`config.mk`:
```
export PLATFORM = sky130hd
export DESIGN_NAME = inflight_op_latency_tracker_flat
export DESIGN_NICKNAME = d
export VERILOG_FILES = /design/src/hw/rtl/iolt_pkg.sv /design/src/hw/rtl/iolt_if.sv /design/src/hw/rtl/iolt_ram.sv /design/src/hw/rtl/iolt_stat_upd.sv /design/src/hw/rtl/inflight_op_latency_tracker.sv /design/src/flat_wrapper.sv
export SDC_FILE = /design/constraint.sdc
export NUM_CORES = 2
export LEC_CHECK = 0
export ABC_AREA = 0
export BUFFER_PORTS_ARGS = -buffer_cell sky130_fd_sc_hd__buf_2
export CAP_MARGIN = 20
export CORE_ASPECT_RATIO = 1.75
export CORE_MARGIN = 1.5
export CORE_UTILIZATION = 50
export CTS_CLUSTER_DIAMETER = 50
export DETAILED_ROUTE_END_ITERATION = 6
export HOLD_SLACK_MARGIN = 0.1
export PLACE_DENSITY = 0.69
export REMOVE_ABC_BUFFERS = 1
export SYNTH_ARGS = -nofsm -noshare
export SYNTH_HDL_FRONTEND = slang
export SYNTH_SLANG_ARGS = --single-unit
```
`constraint.sdc`:
```
create_clock -name clk -period 32.6 [get_ports clk]
set_clock_uncertainty 0.2 [all_clocks]
set_input_delay 3.26 -clock clk [delete_from_list [all_inputs] [get_ports clk]]
set_output_delay 3.26 -clock clk [all_outputs]
set_load 0.01 [all_outputs]
```
`src/hw/rtl/iolt_pkg.sv`:
```
package iolt_pkg;

  localparam int STACK_DEPTH = 16;
  localparam int NUM_TYPES   = 5;

  localparam int SLOT_W  = (STACK_DEPTH > 1) ? $clog2(STACK_DEPTH) : 1;
  localparam int DEPTH_W = $clog2(STACK_DEPTH + 1);
  localparam int TYPE_AW = (NUM_TYPES > 1) ? $clog2(NUM_TYPES) : 1;
  localparam int TYPE_W  = 3;
  localparam int TIME_W  = 64;
  localparam int CNT_W   = 32;

  localparam logic FUNC_BEGIN = 1'b0;
  localparam logic FUNC_END   = 1'b1;

  typedef enum logic [0:0] {
    ST_IDLE,
    ST_UPDATE
  } state_t;

  typedef struct packed {
    logic [TYPE_W-1:0] kind;
    logic [TIME_W-1:0] stamp;
  } slot_entry_t;

  typedef struct packed {
    logic [CNT_W-1:0]  count;
    logic [TIME_W-1:0] sum_ns;
    logic [TIME_W-1:0] max_ns;
  } stat_t;

  function automatic logic type_ok(input logic [TYPE_W-1:0] t);
    return (t != '0) && (32'(t) <= NUM_TYPES);
  endfunction

  function automatic logic [DEPTH_W-1:0] top_depth(input logic [STACK_DEPTH-1:0] occ);
    logic [DEPTH_W-1:0] d;
    d = '0;
    for (int i = 0; i < STACK_DEPTH; i++) begin
      if (occ[i]) begin
        d = DEPTH_W'(i + 1);
      end
    end
    return d;
  endfunction

endpackage

```
`src/hw/rtl/iolt_if.sv`:
```
interface iolt_req_if;
  logic                              valid;
  logic                              ready;
  logic                              func;
  logic [iolt_pkg::TYPE_W-1:0]       op_type;
  logic                              slot_valid;
  logic [3:0]                        slot;
  logic [iolt_pkg::TIME_W-1:0]       start_stamp;
  logic [iolt_pkg::TIME_W-1:0]       now_ns;

  modport source (output valid, func, op_type, slot_valid, slot, start_stamp, now_ns,
                  input ready);
  modport sink (input valid, func, op_type, slot_valid, slot, start_stamp, now_ns,
                output ready);
endinterface

interface iolt_rsp_if;
  logic                              valid;
  logic                              ready;
  logic [iolt_pkg::TYPE_W-1:0]       token_type;
  logic                              token_slot_valid;
  logic [3:0]                        token_slot;
  logic [iolt_pkg::TYPE_W-1:0]       current_type;
  logic [iolt_pkg::TIME_W-1:0]       current_start_ns;
  logic [4:0]                        stack_depth;
  logic [iolt_pkg::CNT_W-1:0]        overflow_count;
  logic [iolt_pkg::CNT_W-1:0]        stat_count;
  logic [iolt_pkg::TIME_W-1:0]       stat_total_ns;
  logic [iolt_pkg::TIME_W-1:0]       stat_max_ns;

  modport source (output valid, token_type, token_slot_valid, token_slot, current_type,
                  current_start_ns, stack_depth, overflow_count, stat_count,
                  stat_total_ns, stat_max_ns,
                  input ready);
  modport sink (input valid, token_type, token_slot_valid, token_slot, current_type,
                current_start_ns, stack_depth, overflow_count, stat_count,
                stat_total_ns, stat_max_ns,
                output ready);
endinterface

```
`src/hw/rtl/iolt_ram.sv`:
```
module iolt_ram #(
  parameter int DEPTH = 16,
  parameter int WIDTH = 8,
  localparam int AW = (DEPTH > 1) ? $clog2(DEPTH) : 1
) (
  input  logic                   clk,
  input  logic                   we,
  input  logic [AW-1:0]          waddr,
  input  logic [WIDTH-1:0]       wdata,
  input  logic                   re,
  input  logic [AW-1:0]          raddr,
  output logic [WIDTH-1:0]       rdata
);

  logic [WIDTH-1:0] mem [DEPTH];

  always_ff @(posedge clk) begin
    if (we) begin
      mem[waddr] <= wdata;
    end
    if (re) begin
      rdata <= mem[raddr];
    end
  end

endmodule

```
`src/hw/rtl/iolt_stat_upd.sv`:
```
module iolt_stat_upd (
  input  iolt_pkg::stat_t                  old_stat,
  input  logic [iolt_pkg::TIME_W-1:0]      elapsed,
  output iolt_pkg::stat_t                  new_stat
);

  logic [iolt_pkg::TIME_W:0] sum;

  assign sum = {1'b0, old_stat.sum_ns} + {1'b0, elapsed};

  always_comb begin
    new_stat.count    = (&old_stat.count) ? old_stat.count : old_stat.count + 1'b1;
    new_stat.sum_ns   = sum[iolt_pkg::TIME_W] ? '1 : sum[iolt_pkg::TIME_W-1:0];
    new_stat.max_ns   = (elapsed > old_stat.max_ns) ? elapsed : old_stat.max_ns;
  end

endmodule

```
`src/hw/rtl/inflight_op_latency_tracker.sv`:
```
// Channel  Role    Carries
// req      sink    func, op_type, slot_valid, slot, start_stamp, now_ns
// rsp      source  token, innermost slot, depth, overflow, per-type stats
//
// Per request, the accept cycle updates the occupancy bits, trims the stack and
// reads the slot memory and, for a valid type, the statistics memory; ST_UPDATE
// then does the statistics read-modify-write and loads the response register.
// Reset clears control, occupancy, depth, overflow and the per-type valid bits.
// A response held by the sink stalls the update cycle; req.ready is high in idle.
module inflight_op_latency_tracker (
  input logic         clk,
  input logic         rst,
  iolt_req_if.sink    req,
  iolt_rsp_if.source  rsp
);

  iolt_pkg::state_t state, state_next;

  logic [iolt_pkg::STACK_DEPTH-1:0] occ, occ_next;
  logic [iolt_pkg::DEPTH_W-1:0]     depth, depth_next;
  logic [iolt_pkg::CNT_W-1:0]       overflow;
  logic [iolt_pkg::NUM_TYPES-1:0]   stat_vld;

  logic                             l_func;
  logic [iolt_pkg::TYPE_W-1:0]      l_type;
  logic                             l_valid;
  logic                             l_push;
  logic [3:0]                       l_tok_slot;
  logic [iolt_pkg::TIME_W-1:0]      l_now;
  logic [iolt_pkg::TIME_W-1:0]      elapsed;

  logic                             req_ready;
  logic                             accept;
  logic                             load;
  logic                             in_valid;
  logic                             push;
  logic                             full;
  logic                             free_slot;
  logic [iolt_pkg::TYPE_AW-1:0]     req_ti;
  logic [iolt_pkg::TYPE_AW-1:0]     l_ti;
  logic [iolt_pkg::SLOT_W-1:0]      slot_raddr;

  iolt_pkg::slot_entry_t            slot_wdata;
  iolt_pkg::slot_entry_t            slot_rdata;
  logic [$bits(iolt_pkg::slot_entry_t)-1:0] slot_rbits;
  logic [$bits(iolt_pkg::stat_t)-1:0]       stat_rbits;
  iolt_pkg::stat_t                  stat_old;
  iolt_pkg::stat_t                  stat_new;
  logic                             stat_we;

  logic                             o_valid;
  logic [iolt_pkg::TYPE_W-1:0]      o_token_type;
  logic                             o_token_slot_valid;
  logic [3:0]                       o_token_slot;
  logic [iolt_pkg::TYPE_W-1:0]      o_current_type;
  logic [iolt_pkg::TIME_W-1:0]      o_current_start_ns;
  logic [4:0]                       o_stack_depth;
  logic [iolt_pkg::CNT_W-1:0]       o_overflow_count;
  logic [iolt_pkg::CNT_W-1:0]       o_stat_count;
  logic [iolt_pkg::TIME_W-1:0]      o_stat_total_ns;
  logic [iolt_pkg::TIME_W-1:0]      o_stat_max_ns;

  assign accept   = req.valid && req_ready;
  assign in_valid = iolt_pkg::type_ok(req.op_type);
  assign full     = (32'(depth) >= iolt_pkg::STACK_DEPTH);
  assign push     = (req.func == iolt_pkg::FUNC_BEGIN) && in_valid && !full;
  assign free_slot = (req.func == iolt_pkg::FUNC_END) && in_valid && req.slot_valid &&
                     (32'(req.slot) < iolt_pkg::STACK_DEPTH);
  assign req_ti   = iolt_pkg::TYPE_AW'(req.op_type - 1'b1);
  assign l_ti     = iolt_pkg::TYPE_AW'(l_type - 1'b1);

  always_comb begin
    occ_next = occ;
    if (push) begin
      occ_next[depth[iolt_pkg::SLOT_W-1:0]] = 1'b1;
    end
    if (free_slot) begin
      occ_next[req.slot[iolt_pkg::SLOT_W-1:0]] = 1'b0;
    end
    depth_next = iolt_pkg::top_depth(occ_next);
    slot_raddr = (depth_next == '0) ? '0 :
                 iolt_pkg::SLOT_W'(depth_next - 1'b1);
  end

  always_comb begin
    slot_wdata.kind  = req.op_type;
    slot_wdata.stamp = req.now_ns;
  end

  iolt_ram #(
    .DEPTH (iolt_pkg::STACK_DEPTH),
    .WIDTH ($bits(iolt_pkg::slot_entry_t))
  ) u_slot_ram (
    .clk   (clk),
    .we    (accept && push),
    .waddr (depth[iolt_pkg::SLOT_W-1:0]),
    .wdata (slot_wdata),
    .re    (accept),
    .raddr (slot_raddr),
    .rdata (slot_rbits)
  );

  assign slot_rdata = iolt_pkg::slot_entry_t'(slot_rbits);

  iolt_ram #(
    .DEPTH (iolt_pkg::NUM_TYPES),
    .WIDTH ($bits(iolt_pkg::stat_t))
  ) u_stat_ram (
    .clk   (clk),
    .we    (stat_we),
    .waddr (l_ti),
    .wdata (stat_new),
    .re    (accept && in_valid),
    .raddr (req_ti),
    .rdata (stat_rbits)
  );

  assign stat_old = (l_valid && stat_vld[l_ti]) ? iolt_pkg::stat_t'(stat_rbits) : '0;

  iolt_stat_upd u_stat_upd (
    .old_stat (stat_old),
    .elapsed  (elapsed),
    .new_stat (stat_new)
  );

  always_comb begin
    state_next = state;
    req_ready  = 1'b0;
    load       = 1'b0;
    stat_we    = 1'b0;
    case (state)
      iolt_pkg::ST_IDLE: begin
        req_ready = 1'b1;
        if (req.valid) begin
          state_next = iolt_pkg::ST_UPDATE;
        end
      end
      iolt_pkg::ST_UPDATE: begin
        if (!o_valid || rsp.ready) begin
          load       = 1'b1;
          stat_we    = l_valid && (l_func == iolt_pkg::FUNC_END);
          state_next = iolt_pkg::ST_IDLE;
        end
      end
      default: begin
        state_next = iolt_pkg::ST_IDLE;
      end
    endcase
  end

  always_ff @(posedge clk) begin
    if (rst) begin
      state    <= iolt_pkg::ST_IDLE;
      occ      <= '0;
      depth    <= '0;
      overflow <= '0;
      stat_vld <= '0;
      o_valid  <= 1'b0;
    end else begin
      state <= state_next;
      if (accept) begin
        occ   <= occ_next;
        depth <= depth_next;
        if ((req.func == iolt_pkg::FUNC_BEGIN) && in_valid && full && !(&overflow)) begin
          overflow <= overflow + 1'b1;
        end
      end
      if (stat_we) begin
        stat_vld[l_ti] <= 1'b1;
      end
      if (load) begin
        o_valid <= 1'b1;
      end else if (rsp.ready) begin
        o_valid <= 1'b0;
      end
    end
  end

  always_ff @(posedge clk) begin
    if (accept) begin
      l_func     <= req.func;
      l_type     <= req.op_type;
      l_valid    <= in_valid;
      l_push     <= push;
      l_tok_slot <= push ? 4'(depth) : 4'd0;
      l_now      <= req.now_ns;
      elapsed    <= (req.now_ns > req.start_stamp) ? req.now_ns - req.start_stamp : '0;
    end
  end

  always_ff @(posedge clk) begin
    if (load) begin
      o_token_type       <= (l_func == iolt_pkg::FUNC_BEGIN && l_valid) ? l_type : '0;
      o_token_slot_valid <= l_push;
      o_token_slot       <= l_tok_slot;
      if (depth == '0) begin
        o_current_type     <= '0;
        o_current_start_ns <= '0;
      end else if (l_push) begin
        o_current_type     <= l_type;
        o_current_start_ns <= l_now;
      end else begin
        o_current_type     <= slot_rdata.kind;
        o_current_start_ns <= slot_rdata.stamp;
      end
      o_stack_depth    <= 5'(depth);
      o_overflow_count <= overflow;
      if (!l_valid) begin
        o_stat_count    <= '0;
        o_stat_total_ns <= '0;
        o_stat_max_ns   <= '0;
      end else if (l_func == iolt_pkg::FUNC_END) begin
        o_stat_count    <= stat_new.count;
        o_stat_total_ns <= stat_new.sum_ns;
        o_stat_max_ns   <= stat_new.max_ns;
      end else begin
        o_stat_count    <= stat_old.count;
        o_stat_total_ns <= stat_old.sum_ns;
        o_stat_max_ns   <= stat_old.max_ns;
      end
    end
  end

  assign req.ready            = req_ready;
  assign rsp.valid            = o_valid;
  assign rsp.token_type       = o_token_type;
  assign rsp.token_slot_valid = o_token_slot_valid;
  assign rsp.token_slot       = o_token_slot;
  assign rsp.current_type     = o_current_type;
  assign rsp.current_start_ns = o_current_start_ns;
  assign rsp.stack_depth      = o_stack_depth;
  assign rsp.overflow_count   = o_overflow_count;
  assign rsp.stat_count       = o_stat_count;
  assign rsp.stat_total_ns    = o_stat_total_ns;
  assign rsp.stat_max_ns      = o_stat_max_ns;

  a_depth_range: assert property (@(posedge clk) disable iff (rst)
    32'(depth) <= iolt_pkg::STACK_DEPTH)
    else $error("stack depth out of range");

  a_no_slot_above_top: assert property (@(posedge clk) disable iff (rst)
    (occ >> depth) == '0)
    else $error("occupied slot above stack top");

  a_top_occupied: assert property (@(posedge clk) disable iff (rst)
    depth != '0 |-> ((occ >> (depth - 1'b1)) & iolt_pkg::STACK_DEPTH'(1)) != '0)
    else $error("stack top is a hole after trim");

  a_accept_goes_update: assert property (@(posedge clk) disable iff (rst)
    accept |=> state == iolt_pkg::ST_UPDATE && !req_ready)
    else $error("request taken while update pending");

  a_stat_write_after_accept: assert property (@(posedge clk) disable iff (rst)
    stat_we |-> state == iolt_pkg::ST_UPDATE && !accept)
    else $error("statistics write overlaps a read");

endmodule
```
`src/flat_wrapper.sv`:
```
// flat-port wrapper written by rule: the top's interface ports become plain ports
module inflight_op_latency_tracker_flat 
  (clk, rst, req_valid, req_func, req_op_type, req_slot_valid, req_slot, req_start_stamp, req_now_ns, req_ready, rsp_valid, rsp_token_type, rsp_token_slot_valid, rsp_token_slot, rsp_current_type, rsp_current_start_ns, rsp_stack_depth, rsp_overflow_count, rsp_stat_count, rsp_stat_total_ns, rsp_stat_max_ns, rsp_ready);
  iolt_req_if req_i ();
  iolt_rsp_if rsp_i ();
  input logic clk;
  input logic rst;
  input wire logic [$bits(req_i.valid)-1:0] req_valid;
  input wire logic [$bits(req_i.func)-1:0] req_func;
  input wire logic [$bits(req_i.op_type)-1:0] req_op_type;
  input wire logic [$bits(req_i.slot_valid)-1:0] req_slot_valid;
  input wire logic [$bits(req_i.slot)-1:0] req_slot;
  input wire logic [$bits(req_i.start_stamp)-1:0] req_start_stamp;
  input wire logic [$bits(req_i.now_ns)-1:0] req_now_ns;
  output wire logic [$bits(req_i.ready)-1:0] req_ready;
  output wire logic [$bits(rsp_i.valid)-1:0] rsp_valid;
  output wire logic [$bits(rsp_i.token_type)-1:0] rsp_token_type;
  output wire logic [$bits(rsp_i.token_slot_valid)-1:0] rsp_token_slot_valid;
  output wire logic [$bits(rsp_i.token_slot)-1:0] rsp_token_slot;
  output wire logic [$bits(rsp_i.current_type)-1:0] rsp_current_type;
  output wire logic [$bits(rsp_i.current_start_ns)-1:0] rsp_current_start_ns;
  output wire logic [$bits(rsp_i.stack_depth)-1:0] rsp_stack_depth;
  output wire logic [$bits(rsp_i.overflow_count)-1:0] rsp_overflow_count;
  output wire logic [$bits(rsp_i.stat_count)-1:0] rsp_stat_count;
  output wire logic [$bits(rsp_i.stat_total_ns)-1:0] rsp_stat_total_ns;
  output wire logic [$bits(rsp_i.stat_max_ns)-1:0] rsp_stat_max_ns;
  input wire logic [$bits(rsp_i.ready)-1:0] rsp_ready;
  assign req_i.valid = req_valid;
  assign req_i.func = req_func;
  assign req_i.op_type = req_op_type;
  assign req_i.slot_valid = req_slot_valid;
  assign req_i.slot = req_slot;
  assign req_i.start_stamp = req_start_stamp;
  assign req_i.now_ns = req_now_ns;
  assign req_ready = req_i.ready;
  assign rsp_valid = rsp_i.valid;
  assign rsp_token_type = rsp_i.token_type;
  assign rsp_token_slot_valid = rsp_i.token_slot_valid;
  assign rsp_token_slot = rsp_i.token_slot;
  assign rsp_current_type = rsp_i.current_type;
  assign rsp_current_start_ns = rsp_i.current_start_ns;
  assign rsp_stack_depth = rsp_i.stack_depth;
  assign rsp_overflow_count = rsp_i.overflow_count;
  assign rsp_stat_count = rsp_i.stat_count;
  assign rsp_stat_total_ns = rsp_i.stat_total_ns;
  assign rsp_stat_max_ns = rsp_i.stat_max_ns;
  assign rsp_i.ready = rsp_ready;
  inflight_op_latency_tracker u_core (.clk(clk), .rst(rst), .req(req_i), .rsp(rsp_i));
endmodule
```
==> summary.txt <==
Critical path
  – Reg-to-reg critical path startpoint: u_core.l_type[0]
  – Largest stage delay on the critical path: 0.91 ns
  – Buf/Inv on CP: 5
  – Worst-path cell chain: buf_8, inv_1, ha_4, mux2_2, nor4_2, a221oi_1, a311o_1, a21oi_1, nand2_1, nand2_8, inv_6, ha_1, nand4_1, and2_4, buf_12, nand2_2, nand3_4, or2_4, buf_4, o221ai_1
  – R2R depth: 23
  – Slowest cell on crit path: nor4_2
  – Crit end category: register
  – WP data required: between 30 and 40 ns
  – WS Path Type: input pin to register
  – Crit path launch type: input pin
  – Worst EP arrival: ~12 ns
  – Crit path max-delay family: simple AND/OR/NAND/NOR gates
  – Critical Path Fanout Max: between 150 and 200
  – CP startpoint: req_op_type[0]
  – Critical path depth: 20

Die
  – Chip Height: 618 µm
  – Cell row count: ~230
  – Full die area: 219000 µm²
  – IO Pins: around 420
  – Starting density of the core: 0.503
  – Area of the core: about 210000 µm²
  – Die width: about 350 µm

Power
  – Switching pwr: 2.02 mW
  – Pwr dens: about 63 nW/µm²
  – Switch share: 0.262
  – Clock power frac: 0.366
  – Combinational fraction of design power: 0.137
  – Maximum VDD drop: about 49 µV
  – Part of the power in registers: 0.497
  – Pleak: 42.9 nW
  – P_int: 5.67 mW

GRT
  – Overflow after GRT: 0
  – Largest net degree at the start of global routing: around 150
  – Number of global-route vias before repair: 66900
  – Initial antenna violation count: 27
  – First-pass GRT wire length: 432000 µm
  – Overall Global Routing Usage: 0.267

Detailed routing
  – # DRC: 0
  – 1st-pass router iterations: 5
  – First DRT Iteration DRCs: between 7000 and 8000
  – Via density: 6.08
  – Total number of vias: 66500
  – Routed WL: slightly below 300000 µm
  – DR WL/cell: around 27 µm
  – Antenna Nets Post-Route: 0

Clocking
  – CTS tree: done
  – Clock Path Buffers: 4
  – Clk slew on worst S/H paths: 0.06 ns
  – Worst-skew pair later-pin latency: approximately 0.90 ns
  – Post-CTS Resized: 0
  – Total CTS buffers: roughly 240
  – Postcts setup bufs: 0
  – CTS Sinks: approximately 2600
  – CTS hold repair buffers: 0
  – Clk root buf: clkbuf_16
  – H-tree depth reported by CTS: 4

Run status
  – Status: complete, no violations

Synthesis
  – Top FF cell, synth: edfxtp_1
  – Synth Area in Adders: 0.0234
  – Post-Synth Simple-Gate Area: 0.0993
  – Syn Area/Cell: roughly 14 µm²
  – Post-Synthesis Cells: between 7000 and 8000
  – Synth Area in Compound Gates: 0.0700
  – Mapped Area: around 110000 µm²
  – EDFF count, synth: 2509
  – Syn. warnings: 0
  – Largest family of logic cells by synthesized area: simple AND/OR/NAND/NOR gates
  – Sequential fraction of the synthesis area: 0.709
  – Asr flop ratio synth: 0
  – Mux cell area share after synthesis: 0.0646
  – Number of library cell types mapped by synthesis: a little over 80
  – Post-Synth XOR/XNOR Area: 0.0150
  – Flops & latches, synth: between 2000 and 3000

Timing
  – RSZ-0062 raised after global routing: no
  – Final worst slack: about 21 ns
  – Final hold viol count: 0
  – Worst-margin pin slew: about 1.2 ns
  – Max_slew headroom: 0.215
  – Setup tns final: 0 ns
  – Fmax: approximately 0.090 GHz
  – Fin crit period: ~11 ns
  – Fin crit share: 0.342
  – Final Max Slew Viols: 0
  – Final setup vio count: 0

Place
  – GPL Wtd Cong: slightly above 0.9
  – Cell total after placement: between 10000 and 15000
  – IO Port Bufs: 414
  – Post-DP HPWL: approximately 180000 µm
  – Worst slack at placement: roughly 21 ns

Final layout
  – Final non-filler cell total: between 10000 and 15000
  – Share of cells above drive strength 1: 0.170
  – Fillers: between 15000 and 20000
  – Area Growth Syn to Fin: 12.2%
  – Layout Nets: just over 8000

Worst hold path
  – Hold path depth: 0
  – Worst Hold Launch: u_core.l_tok_slot[2]
  – Type of the worst min-delay path: register to register

Flow run
  – Max_cap viols: 0
## final cells by class
cell class | count | area (µm²) | area share
flip-flops and latches | 2568 | 76500 | 0.632
multi-input cells | 4432 | 29700 | 0.245
clock buffers | 280 | 6120 | 0.0505
well taps | 2837 | 3550 | 0.0293
repair buffers | 526 | 3090 | 0.0255
clock inverters | 151 | 1690 | 0.0139
inverters | 115 | 444 | 0.00367
diodes | 14 | 35.0 | 0.000289
## state kept, by name, indices dropped and copies added (netlist names), 5 cells and up
signal,flops
u_core.rsp.current_start_ns,64
u_core.rsp.stat_max_ns,64
u_core.u_slot_ram.mem,1072
u_core.u_stat_ram.mem,800
u_core.occ,15
u_core.u_stat_ram.rdata,160
u_core.l_now,64
u_core.stat_vld,5
u_core.rsp.stat_count,32
u_core.overflow,32
u_core.depth,5
u_core.rsp.stack_depth,5
u_core.u_slot_ram.rdata,67
u_core.elapsed,64
u_core.rsp.overflow_count,32
u_core.rsp.stat_total_ns,64
## worst register-to-register path: cells and delay by family (launching register included)
family	cells	cell delay, ns
and+or+nand+nor	3	0.67
xor gates and xnor gates	1	0.50
DFF	1	0.66
AOI/OAI and AO/OA	12	4.40
adders and majority gates	2	0.54
buffers and inverters	4	1.73
muxes	1	0.22
## cell families (layout without fill, tap and decap cells)
family          count (synthesis)  after routing
compound gates               1146           1146
other cells                     0             14
simple gates                 2423           2423
fa+ha+maj                     201            201
mux                           477            477
xor+xnor                      185            185
buf+inv                       511           1072
flops                        2568           2568
## cells in the final DEF (no fill, tap or decap), types with 123 or more instances in the layout
cell / netlist / layout
nand3_1: 294 / 294
mux2i_1: 154 / 154
nor2_1: 508 / 488
clkbuf_16: 0 / 235
mux2_2: 163 / 163
o21ai_0: 124 / 123
ha_1: 199 / 198
nand2_1: 1148 / 1147
a21oi_1: 462 / 462
buf_2: 43 / 414
mux4_2: 160 / 160
edfxtp_1: 2509 / 2509
## per-stage QoR
step	area [µm²]	util	hold slack, ns	power (mW)
final	121000	0.565	0.244	7.68
after floorplan	106000	-	0.200	4.60
after global placement	113000	0.528	0.210	4.91
after CTS	121000	0.565	0.237	7.72
after detailed placement	113000	0.528	0.215	4.93
after global routing	121000	0.565	0.256	7.92
## synth_stat cells, drive strengths merged (56+ instances only)
library cell / count / share of area
mux4: 160 / 0.033
nand4: 117 / 0.0068
o21ai: 134 / 0.0062
a21o: 114 / 0.0079
o22ai: 89 / 0.0052
inv: 114 / 0.0040
mux2i: 154 / 0.014
a21oi: 463 / 0.021
o211ai: 56 / 0.0039
dfxtp: 59 / 0.011
edfxtp: 2509 / 0.70
nor2: 508 / 0.018
and3: 96 / 0.0056
nand3: 295 / 0.014
xnor2: 87 / 0.0071
xor2: 98 / 0.0079
mux2: 163 / 0.017
a22o: 65 / 0.0053
nand2: 1151 / 0.040
buf: 114 / 0.0052
clkbuf: 282 / 0.0098
ha: 199 / 0.023
o221ai: 56 / 0.0074
## worst paths after layout
path,to,slack [ns]
worst max register to register,u_core.rsp.stat_total_ns[4],23.41
worst max-delay path,u_core.u_slot_ram.rdata[65],21.46
worst min-delay path,u_core.rsp.token_slot[2],0.24
worst min register to register,u_core.rsp.token_slot[2],0.24
## power by group through the flow
stage	clock network (mW)	registers, mW	logic [mW]
after floorplan	0	3.89	0.708
after global placement	0	3.89	1.02
after detailed placement	0	3.89	1.04
after CTS	2.85	3.82	1.05
after global routing	2.96	3.82	1.13
final	2.81	3.82	1.05
## layer usage
metal	vias to the layer above	routed length (µm)	GRT usage
met4	12	12600	0.112
met3	691	25500	0.0471
met1	33500	112000	0.336
met2	3239	147000	0.454
met5	-	75	0
li1	29100	-	-
No activity file was read; power rests on OpenSTA's default activity.
